## src/rtl/fbk_pkg.sv

```systemverilog
// Shared constants and types for the FIR filter bank.
`timescale 1ns / 1ps
package fbk_pkg;

  localparam int MAX_TAPS    = 64;
  localparam int NUM_FILTERS = 4;

  localparam int SAMPLE_W = 16;
  localparam int ACC_W    = 40;
  localparam int TAP_W    = (MAX_TAPS > 1) ? $clog2(MAX_TAPS) : 1;
  localparam int FILT_W   = (NUM_FILTERS > 1) ? $clog2(NUM_FILTERS) : 1;
  localparam int CADDR_W  = FILT_W + TAP_W;
  localparam int CNT_W    = $clog2(MAX_TAPS + 1);
  localparam int PADDR_W  = 3;
  localparam int REG_W    = 7;

  localparam logic [0:0] REG_TAP_COUNT = 1'b0;

  typedef logic signed [SAMPLE_W-1:0] sample_t;
  typedef logic signed [ACC_W-1:0]    acc_t;

  typedef struct packed {
    logic shift;
    logic rotate;
  } cell_ctl_t;

  typedef struct packed {
    logic               en;
    logic [CADDR_W-1:0] addr;
    sample_t            data;
  } coef_wr_t;

  typedef struct packed {
    logic               active;
    logic [CADDR_W-1:0] addr;
    sample_t            sample;
  } mac_rd_t;

endpackage

```

## src/rtl/fbk_cell.sv

```systemverilog
// One delay line cell: shifts in from the lower neighbor, rotates in from the upper one.
`timescale 1ns / 1ps
module fbk_cell (
  input  logic               clk,
  input  logic               rst,
  input  fbk_pkg::cell_ctl_t ctl,
  input  fbk_pkg::sample_t   from_lo,
  input  fbk_pkg::sample_t   from_hi,
  output fbk_pkg::sample_t   sample
);
  import fbk_pkg::*;

  always_ff @(posedge clk) begin
    if (rst) begin
      sample <= '0;
    end else if (ctl.shift) begin
      sample <= from_lo;
    end else if (ctl.rotate) begin
      sample <= from_hi;
    end
  end

endmodule

```

## config.mk

```make
export PLATFORM = sky130hd
export DESIGN_NAME = fbk_cell
export DESIGN_NICKNAME = d
export VERILOG_FILES = /design/src/rtl/fbk_pkg.sv /design/src/rtl/fbk_cell.sv
export SDC_FILE = /design/constraint.sdc
export NUM_CORES = 1
export LEC_CHECK = 0
export ABC_AREA = 1
export BUFFER_PORTS_ARGS = -buffer_cell sky130_fd_sc_hd__buf_2
export CAP_MARGIN = 10
export CORE_MARGIN = 2
export CORE_UTILIZATION = 43
export CTS_BUF_LIST = sky130_fd_sc_hd__clkbuf_2 sky130_fd_sc_hd__clkbuf_4 sky130_fd_sc_hd__clkbuf_8
export DETAILED_ROUTE_END_ITERATION = 8
export HOLD_SLACK_MARGIN = 0.03
export PLACE_DENSITY = 0.81
export SYNTH_ARGS = -nofsm -noshare
export SYNTH_HDL_FRONTEND = slang
export SYNTH_SLANG_ARGS = --single-unit
```

## constraint.sdc

```tcl
create_clock -name clk -period 0.8 [get_ports clk]
set_input_delay 0 -clock clk [delete_from_list [all_inputs] [get_ports clk]]
set_output_delay 0 -clock clk [all_outputs]
set_load 0.05 [all_outputs]
```

==> flow_metrics.tcl <==
set metrics [dict create \
    dieArea_mm2 0.002239 \
    power.density_mw_per_mm2 1482 \
    critPathKind "reg2out" \
    whs_path_depth 5 \
    synth_top_area_share_pct 39.69 \
    synth.avg_cell_area_um2 6.615 \
    startpoint_type "flip-flop" \
    synth_edf_count 0 \
    finalCritPeriodShare_pct 100.3 \
    clock.fmax_ghz 1.246 \
    diodes 0 \
    n_fill_cell 109 \
    skew_ns 0 \
    p_leak_nw 0.8218 \
    rows 15 \
    slew_violations 0 \
    postCtsSetupRepairBufs 0 \
    grt_pass1_vias 959 \
    htreeDepth 1 \
    initial_core_util_pct 46.24 \
    arrival_ns 0.80 \
    cpPeakStageDelay_ns 0.37 \
    synth-main-ff-cell "dfxtp_1" \
    port_buffers 51 \
    path_max_fanout 2 \
    violations "setup timing" \
    synth_common_cells "nand2_1 (48), nand3_1 (32), inv_1 (17)" \
    maxCapViolCount 0 \
    netlist_area_um2 807.0 \
    dr_total_vias 1023 \
    reg_top3 "sample x16" \
    yosysWarnings 0 \
    required_ns 0.80 \
    synthArstFlopShare_pct 0 \
    yosys-top-cells-area "dfxtp_1 (40%), nand2_1 (22%), nand3_1 (20%), inv_1 (7.9%), buf_6 (4.2%)" \
    num-nets-final 229 \
    swShare_pct 32.14 \
    via_per_inst 4.714 \
    period_minus_slack_ns 0.8027 \
    switchingPower_mw 0.6944 \
    fp.dieH_um 47.32 \
    status "complete, but fails checks" \
    syn_to_final_growth_pct 80.62 \
    routedWlPerCell_um 12.24 \
    insertion_delay_ns 0.28 \
    core_area_mm2 0.001745 \
    end_kind "primary output" \
    synth_most_common_cell "nand2_1" \
    r2r_slack_ns 0.12 \
    dp_hpwl_mm 1.508 \
    cts_buffer_depth 2 \
    yosys.area.top_type "dfxtp_1" \
    path_cells "buf_8" \
    cts_sinks 16 \
    p_comb_share_pct 32.7 \
    setup_viol 1 \
    relSlewSlack_pct 66.54 \
    grt_max_degree 17 \
    max-vdd-ir-drop_uv 1179 \
    cts_tree "built" \
    worst_path_max_delay_cell "dfxtp_2" \
    wl_mm 2.657 \
    globalplace.congestion 0.7009 \
    worstReg2RegEnd "sample[6]" \
    antenna_found_initial 0 \
    overflow 0 \
    seqCellArea_um2 340.3 \
    grt_pass1_wl_mm 3.774 \
    top_register "sample" \
    multi_input_comb_area_um2 360.3 \
    hold_path.class "in2reg" \
    fin_ws_ns -0.002684 \
    synth_cells 122 \
    worst_slew_pin_slew_ns 0.5014 \
    hold_violations 0 \
    syn_nets 158 \
    yosysSeqAreaShare_pct 39.69 \
    cts_root_buf "clkbuf_4" \
    min_to "sample[9]" \
    ant_nets 0 \
    fin_hold_ws_ns 0.03747 \
    power_frac_seq_pct 42.1 \
    cp.depth 1 \
    chipWidth_um 47.32 \
    r2r_cells 4 \
    firstDrtPassIters 4 \
    io_pins 52 \
    fin_total_pwr_mw 2.160 \
    largest_register_ff_count 16 \
    clkPwrFrac_pct 25.2 \
    critPathBufInv 1 \
    rsz0062_at_grt "yes" \
    ys_ff_latch 16 \
    p_int_mw 1.466 \
    drt_iter0_markers 18 \
    cp_top_family "flip-flops" \
    clk_pin_slew_worst_paths_ns 0.10 \
    synth.distinct_cells 9 \
    r2r-start "sample[6]" \
    layout-drive-gt1-share_pct 40.10 \
    hold_start "from_hi[9]" \
    grt_usage_pct 24.32 \
    cts_inserted_buffers 3 \
    drc_errors 0 \
]
layout by cell type (no fill, tap or decap):
cell	count
dlygate4sd3_1	18
inv_2	1
buf_2	35
nand2_1	48
nand3_1	32
buf_8	15
nor2_8	1
buf_4	4
dfxtp_2	16
buf_6	1
clkbuf_8	1
inv_1	17
clkbuf_4	3
power by group through the flow:
stage / Combinational [mW] / Clock [mW] / Sequential, mW
finish: 0.707 / 0.545 / 0.909
global placement: 0.521 / 0 / 0.901
CTS: 0.663 / 0.561 / 0.898
floorplan: 0.188 / 0 / 1.09
global route: 0.754 / 0.589 / 0.914
detailed placement: 0.527 / 0 / 0.902
how the worst max path moves through the flow:
stage | startpoint | endpoint | slack (ns)
3_3_place_gp | ctl[0] | sample[7] | 0.07
4_1_cts | sample[14] | sample[14] | -0.01
6_report | sample[14] | sample[14] | -0.003
2_1_floorplan | sample[14] | sample[14] | 0.05
3_5_place_dp | ctl[1] | sample[12] | 0.05
5_1_grt | sample[14] | sample[14] | -0.03
kinds of logic (layout without fill, tap and decap cells):
family        count (synthesis)  after routing  synth area share (%)
simple gates                 81             81                 44.65
flops                        16             16                 39.69
buf+inv                      25             95                 15.66
timing repair:
action                                  4_1_cts  5_1_grt
endpoints found under the setup margin       16       16
hold buffers                                 18        0
hold endpoints to repair                     16        0
resized for setup                            34       13
metrics by stage:
step / instances / utilization (%) / setup WS [ns] / TNS [ns] / cell area, um2
2_1_floorplan: 122 / - / 0.04599 / 0 / 827.0
3_3_place_gp: 195 / 62.15 / 0.06900 / 0 / 1085
3_5_place_dp: 195 / 62.15 / 0.04551 / 0 / 1085
4_1_cts: 217 / 80.72 / -0.01397 / -0.02088 / 1409
5_1_grt: 217 / 83.51 / -0.03404 / -0.3333 / 1458
6_report: 217 / 83.51 / -0.002684 / -0.002684 / 1458
layer usage:
| layer | up-vias | GRT usage (%) | part of all wire, % |
|---|---|---|---|
| li1 | 518 | - | - |
| met4 | 0 | 8.889 | 0.41 |
| met1 | 454 | 25.64 | 40 |
| met3 | 2 | 4.231 | 6.8 |
| met5 | - | 0 | 0 |
| met2 | 49 | 47.03 | 53 |
area by class of cell:
class / count / share of cell area, %
well taps: 25 / 2.146
inverters: 18 / 4.635
flip-flops and latches: 16 / 23.35
repair buffers: 73 / 42.66
clock buffers: 4 / 2.489
multi-input cells: 81 / 24.72
Note: power is estimated with default switching activity, not from simulation.
