<file path="config.mk">
export PLATFORM = sky130hd
export DESIGN_NAME = fbk_mac
export DESIGN_NICKNAME = d
export VERILOG_FILES = /design/src/rtl/fbk_pkg.sv /design/src/rtl/fbk_mac.sv
export SDC_FILE = /design/constraint.sdc
export NUM_CORES = 2
export LEC_CHECK = 0
export BUFFER_PORTS_ARGS = -buffer_cell sky130_fd_sc_hd__buf_2
export CAP_MARGIN = 10
export CORE_MARGIN = 1.5
export CORE_UTILIZATION = 25
export CTS_BUF_LIST = sky130_fd_sc_hd__clkbuf_4 sky130_fd_sc_hd__clkbuf_8
export DETAILED_ROUTE_END_ITERATION = 8
export PLACE_DENSITY_LB_ADDON = 0.1
export SKIP_CTS_REPAIR_TIMING = 1
export SYNTH_ARGS = -nofsm -noshare
export SYNTH_HDL_FRONTEND = slang
export SYNTH_SLANG_ARGS = --single-unit
</file>
<file path="constraint.sdc">
create_clock -name clk -period 6.7 [get_ports clk]
set_input_delay 1.34 -clock clk [delete_from_list [all_inputs] [get_ports clk]]
set_output_delay 1.34 -clock clk [all_outputs]
set_load 0.02 [all_outputs]
</file>
<file path="src/rtl/fbk_pkg.sv">
// Shared constants and types for the FIR filter bank.
`timescale 1ns / 1ps
package fbk_pkg;

  localparam int MAX_TAPS    = 64;
  localparam int NUM_FILTERS = 4;

  localparam int SAMPLE_W = 16;
  localparam int ACC_W    = 40;
  localparam int TAP_W    = (MAX_TAPS > 1) ? $clog2(MAX_TAPS) : 1;
  localparam int FILT_W   = (NUM_FILTERS > 1) ? $clog2(NUM_FILTERS) : 1;
  localparam int CADDR_W  = FILT_W + TAP_W;
  localparam int CNT_W    = $clog2(MAX_TAPS + 1);
  localparam int PADDR_W  = 3;
  localparam int REG_W    = 7;

  localparam logic [0:0] REG_TAP_COUNT = 1'b0;

  typedef logic signed [SAMPLE_W-1:0] sample_t;
  typedef logic signed [ACC_W-1:0]    acc_t;

  typedef struct packed {
    logic shift;
    logic rotate;
  } cell_ctl_t;

  typedef struct packed {
    logic               en;
    logic [CADDR_W-1:0] addr;
    sample_t            data;
  } coef_wr_t;

  typedef struct packed {
    logic               active;
    logic [CADDR_W-1:0] addr;
    sample_t            sample;
  } mac_rd_t;

endpackage

</file>
<file path="src/rtl/fbk_mac.sv">
// Coefficient memory and multiply-accumulate unit.
`timescale 1ns / 1ps
module fbk_mac (
  input  logic              clk,
  input  logic              rst,
  input  fbk_pkg::coef_wr_t wr,
  input  fbk_pkg::mac_rd_t  rd,
  input  logic              acc_clear,
  output fbk_pkg::acc_t     acc
);
  import fbk_pkg::*;

  localparam int DEPTH = NUM_FILTERS * MAX_TAPS;

  sample_t                    mem [DEPTH];
  sample_t                    coef_q;
  sample_t                    samp_q;
  logic                       v1;
  logic signed [2*SAMPLE_W-1:0] prod;
  logic                       v2;

  always_ff @(posedge clk) begin
    if (wr.en) begin
      mem[wr.addr] <= wr.data;
    end
    coef_q <= mem[rd.addr];
    samp_q <= rd.sample;
    prod   <= coef_q * samp_q;
  end

  always_ff @(posedge clk) begin
    if (rst) begin
      v1  <= 1'b0;
      v2  <= 1'b0;
      acc <= '0;
    end else begin
      v1 <= rd.active;
      v2 <= v1;
      if (acc_clear) begin
        acc <= '0;
      end else if (v2) begin
        acc <= acc + ACC_W'(prod);
      end
    end
  end

endmodule

</file>
==> impl_metrics.ini <==
[run_status]
status = complete, no violations

[cells_and_area]
final_area_mm2 = 0.200
fin_nets = 9016
mostFrequentLayoutCell = edfxtp_1
fill_cells = 65963
area_growth_pct = 17.3
most-common-layout-cells = edfxtp_1, mux4_2, clkbuf_8, buf_4, inv_1
multi_input_comb_area_mm2 = 0.0436
layout-drive-gt1-share_pct = 35.0
final-seq-area_mm2 = 0.125

[clocking]
clkSinkCount = 4202
cts_tree = done
cts_root_buf = clkbuf_8
numCtsBuffers = 751
clock_latency_ns = 1.28
clkTransAtPathRegs_ns = 0.05
cts_buffer_depth = 4
cts.htree.levels = 6

[synthesis]
yosysTopAreaCellShare_pct = 72.0
synth-seq-cells = 4202
synth_top_cell_by_area = edfxtp_1
syn_area_mm2 = 0.171
syn_inst = 7691
syn_nets = 8128
ys.warnings.count = 0
ys_seq_area_share_pct = 73.3
syn_area_per_cell_um2 = 22.2
async_flop_share_pct = 0
yosys-top-cells-area = edfxtp_1, mux4_2, fa_1
synth.distinct_cells = 62
ys.flop_type = edfxtp_1
synth_edf_count = 4096

[setup_path]
cp_max_fo = 13
path_class = reg2reg
cp-start-kind = flip-flop
critPathArrivalTime_ns = 7.46
endpoint_kind = flip-flop
critPathRequiredTime_ns = 7.90

[placed_design]
place_congestion = 0.782
place_area_mm2 = 0.186
port_buffers = 92
dpl.hpwl_um = 328000

[sta]
rsz0062_at_grt = false
timing.fmax_ghz = 0.160
period_share_pct = 93.5
final-setup-viol-count = 0
tightest_slew_ns = 1.24
period_needed_ns = 6.26
slew_headroom_pct = 17.2
slew_viol_final = 0
hold_viol_final = 0
finalSetupTns_ns = 0
finalClockSkew_ns = 0.0502

[power]
vdd_drop_max_mv = 0.923
leakage_nw = 63.6
powerDensity_mw_per_mm2 = 390

[global_routing]
grt_pass1_wl_um = 743000
grt.total_usage_pct = 15.3
overflow = 0
grt_max_degree = 157
antenna_found_initial = 66
grt_pass1_vias = 88528

[route]
wl_per_cell_um = 29.6
drt_first_pass_iters = 5
vias_per_cell = 4.50
drc = 0
vias = 81846
ant_nets = 0
wl_um = 538000
drt_iter0_markers = 6837

[floorplan]
core_mm2 = 0.681
initial_utilization_pct = 25.1
die_h_um = 829
rows = 303
io_pins = 93
die-area_mm2 = 0.688
die_w_um = 829

[run]
maxCapViolCount = 0

[min_path]
hold_path_class = in2reg
==> power breakdown <==
group / switching [mW] / internal, mW / leakage [nW] / total, mW
registers: 0.171 / 29.4 / 37.7 / 29.6
logic: 14.3 / 11.0 / 18.4 / 25.3
clock network: 11.0 / 12.2 / 7.53 / 23.1
total: 25.4 / 52.6 / 63.6 / 78.1
==> flip-flops by register name, indices dropped and copies added (netlist names) <==
register and flops:
acc 40, coef_q 16, mem 4096, prod 32, samp_q 16, v1 1
v2 1
==> final timing paths <==
kind | startpoint | end | slack [ns] | depth (start not counted)
worst min register to register | v1 | v2 | 0.46 | 1
worst max register to register | samp_q[15] | prod[30] | 0.44 | 20
worst min-delay path | rd[0] | samp_q[0] | 0.18 | 1
worst max-delay path | samp_q[15] | prod[30] | 0.44 | 20
==> metal layers <==
metal	GRT usage, %	vias to the layer above	part of all wire, %	wire, um
met5	0	-	0.0076	41
met4	3.47	8	2.3	12200
met3	2.34	708	4.5	24200
met2	25.2	2123	48	257000
met1	21.5	45299	46	245000
li1	-	33708	-	-
==> cell type report <==
type	count	share of cell area, %
Antenna cell	34	0.0425
Tap cell	8997	5.62
Timing Repair Buffer	524	2.40
Clock buffer	1014	6.20
Multi-Input combinational cell	2799	21.8
Inverter	301	0.564
Sequential cell	4202	62.5
Clock inverter	325	0.882
==> Yosys cell counts (3+ instances only) <==
library cell,n
a21oi_1,60
a211oi_1,18
o22ai_1,4
nand3_1,38
or2_2,3
nand4_1,10
xnor2_1,35
nand3b_1,3
a21o_1,38
or3_1,3
buf_2,64
o31ai_1,4
o21ai_0,34
nand2_1,184
o21bai_1,7
nor2_1,330
and3_1,9
inv_1,301
dfxtp_1,106
mux2i_1,17
clkbuf_1,240
a31oi_1,10
a21boi_0,4
xor2_1,21
edfxtp_1,4096
o21a_1,13
nor3_1,19
fa_1,263
ha_1,121
buf_1,83
and2_1,126
or4_1,3
nand2b_1,10
mux4_2,1360
o211ai_1,5
nor2b_1,14
==> through the flow <==
step	hold WS (ns)	setup WS (ns)	util [%]	std cells	power, mW
5_1_grt	0.0145	0.152	29.4	18172	83.4
3_5_place_dp	0.440	0.275	27.3	16823	55.9
4_1_cts	-0.0336	0.215	29.4	18162	79.6
3_3_place_gp	0.437	0.255	27.3	16818	55.9
6_report	0.184	0.436	29.4	18196	78.1
2_1_floorplan	0.414	0.888	-	7691	48.4
==> cells by family (layout without fill, tap and decap cells) <==
logic type,count (synthesis),count (layout),share of synthesized area (%)
xor+xnor,56,56,0.287
buf+inv,690,2164,1.57
fa+ha+maj,384,384,3.97
mux,1378,1378,18.0
compound gates,221,221,0.847
flops,4202,4202,73.3
other cells,0,34,0
simple gates,760,760,2.01
==> worst max-delay path: stages, from the launching register on <==
cell and delay [ns]:
dfxtp_1 0.50, inv_1 0.34, nor2_1 0.25, fa_1 0.46, fa_1 0.48, fa_1 0.58
fa_1 0.46, fa_1 0.50, inv_1 0.05, fa_1 0.48, inv_1 0.04, ha_1 0.36
a21o_1 0.21, a21o_1 0.18, a21o_1 0.18, a21o_1 0.18, a21oi_1 0.18, o21ai_0 0.18
a211o_1 0.30, a21oi_1 0.17, xnor2_1 0.13
No activity file was read; power rests on OpenSTA's default activity.
